==> src/hw/rtl/kcl_pkg.sv <==
// shared constants and decode functions for the keypad code lock
`default_nettype none
package kcl_pkg;

  localparam int unsigned DigitW = 4;
  localparam int unsigned SegW   = 8;
  localparam int unsigned CountW = 8;
  localparam int unsigned AddrW  = 5;
  localparam int unsigned DataW  = 32;

  localparam logic [DigitW-1:0] DASH_CODE    = 4'd11;
  localparam logic [SegW-1:0]   H_PATTERN    = 8'h89;
  localparam logic [SegW-1:0]   DASH_PATTERN = 8'hbf;
  localparam logic [CountW-1:0] COUNT_MAX    = 8'hff;

  // register indexes, taken from paddr[4:2]
  localparam logic [2:0] REG_CODE_FIRST  = 3'd0;
  localparam logic [2:0] REG_CODE_SECOND = 3'd1;
  localparam logic [2:0] REG_CODE_THIRD  = 3'd2;
  localparam logic [2:0] REG_CODE_FOURTH = 3'd3;
  localparam logic [2:0] REG_TIMEOUT     = 3'd4;

  localparam logic [DigitW-1:0] RST_CODE_FIRST  = 4'd1;
  localparam logic [DigitW-1:0] RST_CODE_SECOND = 4'd2;
  localparam logic [DigitW-1:0] RST_CODE_THIRD  = 4'd3;
  localparam logic [DigitW-1:0] RST_CODE_FOURTH = 4'd4;
  localparam logic [CountW-1:0] RST_TIMEOUT     = 8'd30;

  // common-anode, active-low segment patterns
  function automatic logic [SegW-1:0] seg_decode(input logic [DigitW-1:0] digit);
    logic [SegW-1:0] pat;
    case (digit)
      4'd0:    pat = 8'hc0;
      4'd1:    pat = 8'hf9;
      4'd2:    pat = 8'ha4;
      4'd3:    pat = 8'hb0;
      4'd4:    pat = 8'h99;
      4'd5:    pat = 8'h92;
      4'd6:    pat = 8'h82;
      4'd7:    pat = 8'hf8;
      4'd8:    pat = 8'h80;
      4'd9:    pat = 8'h90;
      4'd10:   pat = 8'h7f;
      4'd11:   pat = DASH_PATTERN;
      4'd12:   pat = 8'ha3;
      4'd13:   pat = H_PATTERN;
      default: pat = 8'hff;
    endcase
    return pat;
  endfunction

  // key code from column and row index (both zero based)
  function automatic logic [DigitW-1:0] key_lookup(input logic [1:0] col,
                                                   input logic [1:0] row);
    logic [DigitW-1:0] key;
    case ({col, row})
      4'b00_00: key = 4'd1;
      4'b00_01: key = 4'd4;
      4'b00_10: key = 4'd7;
      4'b00_11: key = 4'd11;
      4'b01_00: key = 4'd2;
      4'b01_01: key = 4'd5;
      4'b01_10: key = 4'd8;
      4'b01_11: key = 4'd0;
      4'b10_00: key = 4'd3;
      4'b10_01: key = 4'd6;
      4'b10_10: key = 4'd9;
      4'b10_11: key = 4'd12;
      default:  key = 4'd0;
    endcase
    return key;
  endfunction

endpackage
`default_nettype wire

==> src/hw/rtl/keypad_code_lock_top.sv <==
// keypad code lock: key encode, entry shift, code compare, pass count and display decode
`default_nettype none
//
// channel   direction  handshake                       payload
// in        input      in_valid_i / in_stall_o         column_low_i, row_low_i
// out       output     out_valid_o / out_stall_i       seg_*_o, key_beep_o, unlock_o,
//                                                      entry_timeout_o
// cfg       input      psel/penable/pwrite, pready=1   paddr, pwdata, prdata
//
// one word per cycle unless a stall holds the output: the whole pass (encode, shift,
// compare, count, decode) is one level of logic from the state and input word into the
// result register; out_valid_o rises in the cycle after acceptance
// in_stall_o is raised only while a result waits in the output register and
// out_stall_i is high; a result taken in the same cycle frees the slot
// reset puts dashes in the entry, clears last key and the mismatch counter,
// and loads the default code 1-2-3-4 with a limit of 30 passes
module keypad_code_lock_top (
  input  wire logic                      clk_i,
  input  wire logic                      rst_ni,
  // scan pass word
  input  wire logic                      in_valid_i,
  output logic                           in_stall_o,
  input  wire logic [2:0]                column_low_i,
  input  wire logic [3:0]                row_low_i,
  // result word
  output logic                           out_valid_o,
  input  wire logic                      out_stall_i,
  output logic [kcl_pkg::SegW-1:0]       seg_first_o,
  output logic [kcl_pkg::SegW-1:0]       seg_second_o,
  output logic [kcl_pkg::SegW-1:0]       seg_third_o,
  output logic [kcl_pkg::SegW-1:0]       seg_fourth_o,
  output logic                           key_beep_o,
  output logic                           unlock_o,
  output logic                           entry_timeout_o,
  // configuration
  input  wire logic                      psel,
  input  wire logic                      penable,
  input  wire logic                      pwrite,
  input  wire logic [kcl_pkg::AddrW-1:0] paddr,
  input  wire logic [kcl_pkg::DataW-1:0] pwdata,
  output logic [kcl_pkg::DataW-1:0]      prdata,
  output logic                           pready
);
  import kcl_pkg::*;

  // configuration registers
  logic [DigitW-1:0] code_q [4];
  logic [CountW-1:0] timeout_q;

  // lock state
  logic [DigitW-1:0] entry_q [4];
  logic [DigitW-1:0] entry_d [4];
  logic [DigitW-1:0] last_key_q, last_key_d;
  logic [CountW-1:0] count_q, count_d;

  // result register
  logic              out_valid_q;
  logic [SegW-1:0]   seg_q [4];
  logic [SegW-1:0]   seg_d [4];
  logic              beep_q, beep_d;
  logic              unlock_q, unlock_d;
  logic              tmo_q, tmo_d;

  logic              accept;
  logic              cfg_write;
  logic [2:0]        reg_idx;

  // working values of one pass
  logic [1:0]        col_idx;
  logic [1:0]        row_idx;
  logic [DigitW-1:0] key_now;
  logic [DigitW-1:0] shifted [4];
  logic              match;
  logic [CountW-1:0] count_mid;

  assign pready    = 1'b1;
  assign reg_idx   = paddr[AddrW-1:2];
  assign cfg_write = psel && penable && pwrite && pready;

  // output slot frees when empty or taken this cycle
  assign in_stall_o = out_valid_q && out_stall_i;
  assign accept     = in_valid_i && !in_stall_o;

  // configuration write and read-back
  always_ff @(posedge clk_i or negedge rst_ni) begin
    if (!rst_ni) begin
      code_q[0] <= RST_CODE_FIRST;
      code_q[1] <= RST_CODE_SECOND;
      code_q[2] <= RST_CODE_THIRD;
      code_q[3] <= RST_CODE_FOURTH;
      timeout_q <= RST_TIMEOUT;
    end else if (cfg_write) begin
      unique case (reg_idx)
        REG_CODE_FIRST:  code_q[0] <= pwdata[DigitW-1:0];
        REG_CODE_SECOND: code_q[1] <= pwdata[DigitW-1:0];
        REG_CODE_THIRD:  code_q[2] <= pwdata[DigitW-1:0];
        REG_CODE_FOURTH: code_q[3] <= pwdata[DigitW-1:0];
        REG_TIMEOUT:     timeout_q <= pwdata[CountW-1:0];
        default: ;  // unmapped slots are dropped
      endcase
    end
  end

  always_comb begin
    unique case (reg_idx)
      REG_CODE_FIRST:  prdata = {{(DataW-DigitW){1'b0}}, code_q[0]};
      REG_CODE_SECOND: prdata = {{(DataW-DigitW){1'b0}}, code_q[1]};
      REG_CODE_THIRD:  prdata = {{(DataW-DigitW){1'b0}}, code_q[2]};
      REG_CODE_FOURTH: prdata = {{(DataW-DigitW){1'b0}}, code_q[3]};
      REG_TIMEOUT:     prdata = {{(DataW-CountW){1'b0}}, timeout_q};
      default:         prdata = '0;
    endcase
  end

  // priority encoders: lowest low column and row win
  always_comb begin
    if (column_low_i[0])      col_idx = 2'd0;
    else if (column_low_i[1]) col_idx = 2'd1;
    else                      col_idx = 2'd2;
    if (row_low_i[0])         row_idx = 2'd0;
    else if (row_low_i[1])    row_idx = 2'd1;
    else if (row_low_i[2])    row_idx = 2'd2;
    else                      row_idx = 2'd3;
  end

  assign key_now = key_lookup(col_idx, row_idx);

  always_comb begin
    // a column with no row repeats the last key
    last_key_d = last_key_q;
    if (column_low_i != 3'd0 && row_low_i != 4'd0) begin
      last_key_d = key_now;
    end

    // entry shifts left, newest digit on the right
    shifted = entry_q;
    beep_d  = 1'b0;
    if (column_low_i != 3'd0) begin
      shifted[0] = entry_q[1];
      shifted[1] = entry_q[2];
      shifted[2] = entry_q[3];
      shifted[3] = last_key_d;
      beep_d     = 1'b1;
    end

    match = (shifted[0] == code_q[0]) && (shifted[1] == code_q[1]) &&
            (shifted[2] == code_q[2]) && (shifted[3] == code_q[3]);

    // counter holds on a match, otherwise counts up and saturates
    count_mid = count_q;
    if (!match && count_q != COUNT_MAX) begin
      count_mid = count_q + 1'b1;
    end

    // limit check also runs on a matching pass
    tmo_d    = (count_mid >= timeout_q);
    unlock_d = match;
    count_d  = tmo_d ? '0 : count_mid;

    for (int i = 0; i < 4; i++) begin
      entry_d[i] = (match || tmo_d) ? DASH_CODE : shifted[i];
      if (match)      seg_d[i] = H_PATTERN;
      else if (tmo_d) seg_d[i] = DASH_PATTERN;
      else            seg_d[i] = seg_decode(shifted[i]);
    end
  end

  always_ff @(posedge clk_i or negedge rst_ni) begin
    if (!rst_ni) begin
      for (int i = 0; i < 4; i++) begin
        entry_q[i] <= DASH_CODE;
      end
      last_key_q <= '0;
      count_q    <= '0;
    end else if (accept) begin
      entry_q    <= entry_d;
      last_key_q <= last_key_d;
      count_q    <= count_d;
    end
  end

  always_ff @(posedge clk_i or negedge rst_ni) begin
    if (!rst_ni) begin
      out_valid_q <= 1'b0;
    end else if (accept) begin
      out_valid_q <= 1'b1;
    end else if (!out_stall_i) begin
      out_valid_q <= 1'b0;
    end
  end

  // result payload, loaded only with a new word
  always_ff @(posedge clk_i) begin
    if (accept) begin
      seg_q    <= seg_d;
      beep_q   <= beep_d;
      unlock_q <= unlock_d;
      tmo_q    <= tmo_d;
    end
  end

  assign out_valid_o     = out_valid_q;
  assign seg_first_o     = seg_q[0];
  assign seg_second_o    = seg_q[1];
  assign seg_third_o     = seg_q[2];
  assign seg_fourth_o    = seg_q[3];
  assign key_beep_o      = beep_q;
  assign unlock_o        = unlock_q;
  assign entry_timeout_o = tmo_q;

endmodule
`default_nettype wire

==> config.mk <==
export PLATFORM = sky130hd
export DESIGN_NAME = keypad_code_lock_top
export DESIGN_NICKNAME = d
export VERILOG_FILES = /design/src/hw/rtl/kcl_pkg.sv /design/src/hw/rtl/keypad_code_lock_top.sv
export SDC_FILE = /design/constraint.sdc
export NUM_CORES = 1
export LEC_CHECK = 0
export ABC_AREA = 1
export ABC_CLOCK_PERIOD_IN_PS = 4700
export BUFFER_PORTS_ARGS = -buffer_cell sky130_fd_sc_hd__buf_2
export CAP_MARGIN = 25
export CORE_UTILIZATION = 55
export CTS_BUF_LIST = sky130_fd_sc_hd__clkbuf_2
export DETAILED_ROUTE_END_ITERATION = 16
export GPL_TIMING_DRIVEN = 0
export PLACE_DENSITY = 0.8
export SYNTH_ARGS = -nofsm -noshare
export SYNTH_HDL_FRONTEND = slang
export SYNTH_SLANG_ARGS = --single-unit
==> constraint.sdc <==
create_clock -name clk_i -period 4.7 [get_ports clk_i]
set_clock_uncertainty 0.1 [all_clocks]
set_input_delay 0.94 -clock clk_i [delete_from_list [all_inputs] [get_ports clk_i]]
set_output_delay 0.94 -clock clk_i [all_outputs]
set_load 0.01 [all_outputs]
==> results_dict.tcl <==
set metrics [dict create \
    final_common_cell "nand2_1" \
    seqPwrFrac 0.445 \
    hp-class "in2async" \
    place.gp.congestion 0.881 \
    initial_core_util 0.573 \
    crit_path_frequent_cell "nand2_1" \
    finalWorstSetupSlack_ns 0.386 \
    drive_gt1_frac 0.187 \
    intPower_uw 1510 \
    postSynthCellCount 787 \
    cts-root-buf "clkbuf_2" \
    nets 984 \
    layout_common_cells "nand2_1, inv_1, buf_2, nand3_1, o21ai_0" \
    dr.pass1.iters 8 \
    avgRoutedWirePerCell_um 12.6 \
    die_w_um 106 \
    hold_viol_final 0 \
    async_reset_ff_frac 0.602 \
    via_count 5267 \
    area.growth.synth_to_final_pct 14.0 \
    synth_edf_count 35 \
    cp-end-kind "register" \
    setup_violations 0 \
    dieArea_mm2 0.0113 \
    grt_use_total 0.251 \
    critPathMaxFanout 10 \
    p_comb_frac 0.367 \
    fillers 951 \
    drtAntennaViolNets 0 \
    power.total_uw 2440 \
    wirelength_um 13100 \
    place_area_mm2 0.00662 \
    final.setup.tns_ns 0 \
    hold_buffers 0 \
    cts_tree "done" \
    ys_types 44 \
    ys_ff_latch 88 \
    insertion_delay_ns 0.58 \
    grt_pass1_wl_um 22300 \
    slowest_stage "ha_1" \
    syn_area_mm2 0.00597 \
    avgSynthCellArea_um2 7.59 \
    switching_power_uw 930 \
    grt_pass1_vias 4919 \
    diodes 0 \
    maxCapViolCount 0 \
    h-tree-depth 3 \
    drc 0 \
    dp_hpwl_um 9800 \
    core_area_mm2 0.0104 \
    reg2reg_depth 22 \
    antenna_found_initial 0 \
    critPathMaxStageDelay_ns 0.23 \
    numPortBuffers 69 \
    cts-buffers-inserted 9 \
    timing.rr.start "entry_q[8]" \
    powerDensity_mw_per_mm2 358 \
    p_clk_frac 0.188 \
    synth_warnings 0 \
    status "complete, no violations" \
    reg2reg_to "seg_first_o[7]" \
    slew_violations 0 \
    arrival_ns 4.55 \
    p_sw_frac 0.382 \
    first_iter_violations 397 \
    clkTransAtPathRegs_ns 0.26 \
    fin_crit_ns 4.31 \
    max-vdd-ir-drop_uv 196 \
    rows 37 \
    p_leak_uw 0.00359 \
    worstSetupPathType "in2reg" \
    dp_cells 1017 \
    ys.flop_type "edfxtp_1" \
    via_per_inst 5.09 \
    final_area_mm2 0.00680 \
    reg2reg_slack_ns 0.74 \
    max-clock-path-buffers 2 \
    fin_crit_sh 0.918 \
    overflow 0 \
    ys_seq_area_frac 0.403 \
    pre_cts_slack_ns -0.657 \
    cp_data_required_time_ns 4.93 \
    worstSetupStartpointType "input pin" \
    fmax_mhz 232 \
    cts_sinks 88 \
    io_pins 121 \
    grt_max_degree 34 \
    rsz0062_at_grt "false" \
    worstMarginPinSlew_ns 0.705 \
    fp.dieH_um 106 \
    relSlewSlack 0.526 \
    final_cells 1034 \
]
## through the flow
step | utilization | hold WS, ns
after global placement | 0.631 | 0.365
after CTS | 0.649 | 0.217
after detailed placement | 0.636 | 0.386
after global routing | 0.653 | 0.193
after floorplan | - | 0.349
final | 0.653 | 0.197
## worst max-delay path, delay by kind of cell
family | cells | cell delay [ns]
simple gates | 17 | 1.79
buf+inv | 8 | 0.98
fa+ha+maj | 2 | 0.41
compound gates | 2 | 0.40
## power by group through the flow
stage / registers, uW / clock network, uW / logic, uW
final: 1080 / 458 / 893
after CTS: 1080 / 460 / 888
after detailed placement: 1090 / 0 / 882
after floorplan: 1090 / 0 / 646
after global routing: 1100 / 490 / 1030
after global placement: 1090 / 0 / 851
## synth_stat cells, types with 8 or more instances
cell	count	share of area
ha_1	40	0.084
buf_4	26	0.033
nand2_1	217	0.14
dfstp_2	21	0.092
nor3_1	8	0.0067
nor2_1	52	0.033
edfxtp_1	35	0.18
o21ai_0	54	0.045
inv_1	126	0.079
nand3_1	63	0.053
o22ai_1	16	0.017
a21oi_1	21	0.018
dfrtp_1	32	0.13
## layout make-up
type,instances,area (um2),share of cell area
inverter,130,492,0.0723
multi-input combinational,553,2900,0.426
buffer,38,275,0.0405
tap,136,170,0.0250
clock buffer,10,50.0,0.00736
sequential,88,2400,0.353
clock inverter,6,91.3,0.0134
timing repair buffer,73,420,0.0618
## state kept, by name, indices dropped and copies added (netlist names)
register,count
key_beep_o,1
code_q,16
seg_second_o,8
last_key_q,4
unlock_o,1
out_valid_o,1
entry_q,16
count_q,8
seg_third_o,8
timeout_q,8
seg_first_o,8
seg_fourth_o,8
entry_timeout_o,1
## how the worst max path moves through the flow
stage | endpoint | startpoint | slack (ns)
6_report | seg_first_o[7] | row_low_i[1] | 0.39
5_1_grt | seg_first_o[7] | row_low_i[1] | 0.08
4_1_cts | seg_first_o[7] | row_low_i[1] | 0.03
3_5_place_dp | entry_q[11] | row_low_i[1] | -0.66
3_3_place_gp | entry_q[5] | row_low_i[1] | -0.63
2_1_floorplan | entry_q[5] | row_low_i[1] | 0.41
## repair_timing
| action | in CTS | in global routing |
|---|---|---|
| buffers inserted | 0 | 2 |
| setup endpoints to repair | 8 | 53 |
| gates resized for setup | 1 | 5 |
## routing by layer
layer	vias to the layer above	track usage	part of all wire
met2	169	0.424	0.47
li1	2692	-	-
met3	35	0.0417	0.048
met1	2371	0.316	0.46
met5	-	0	0
met4	0	0.107	0.030
## cell families (layout without fill, tap and decap cells)
family,Yosys count,after routing,share of synthesized area
buf+inv,169,257,0.128
xor+xnor,5,5,0.00734
flops,88,88,0.403
simple gates,373,373,0.270
other cells,2,25,0.00126
compound gates,110,110,0.107
fa+ha+maj,40,40,0.0838
Note: power is estimated with default switching activity, not from simulation.
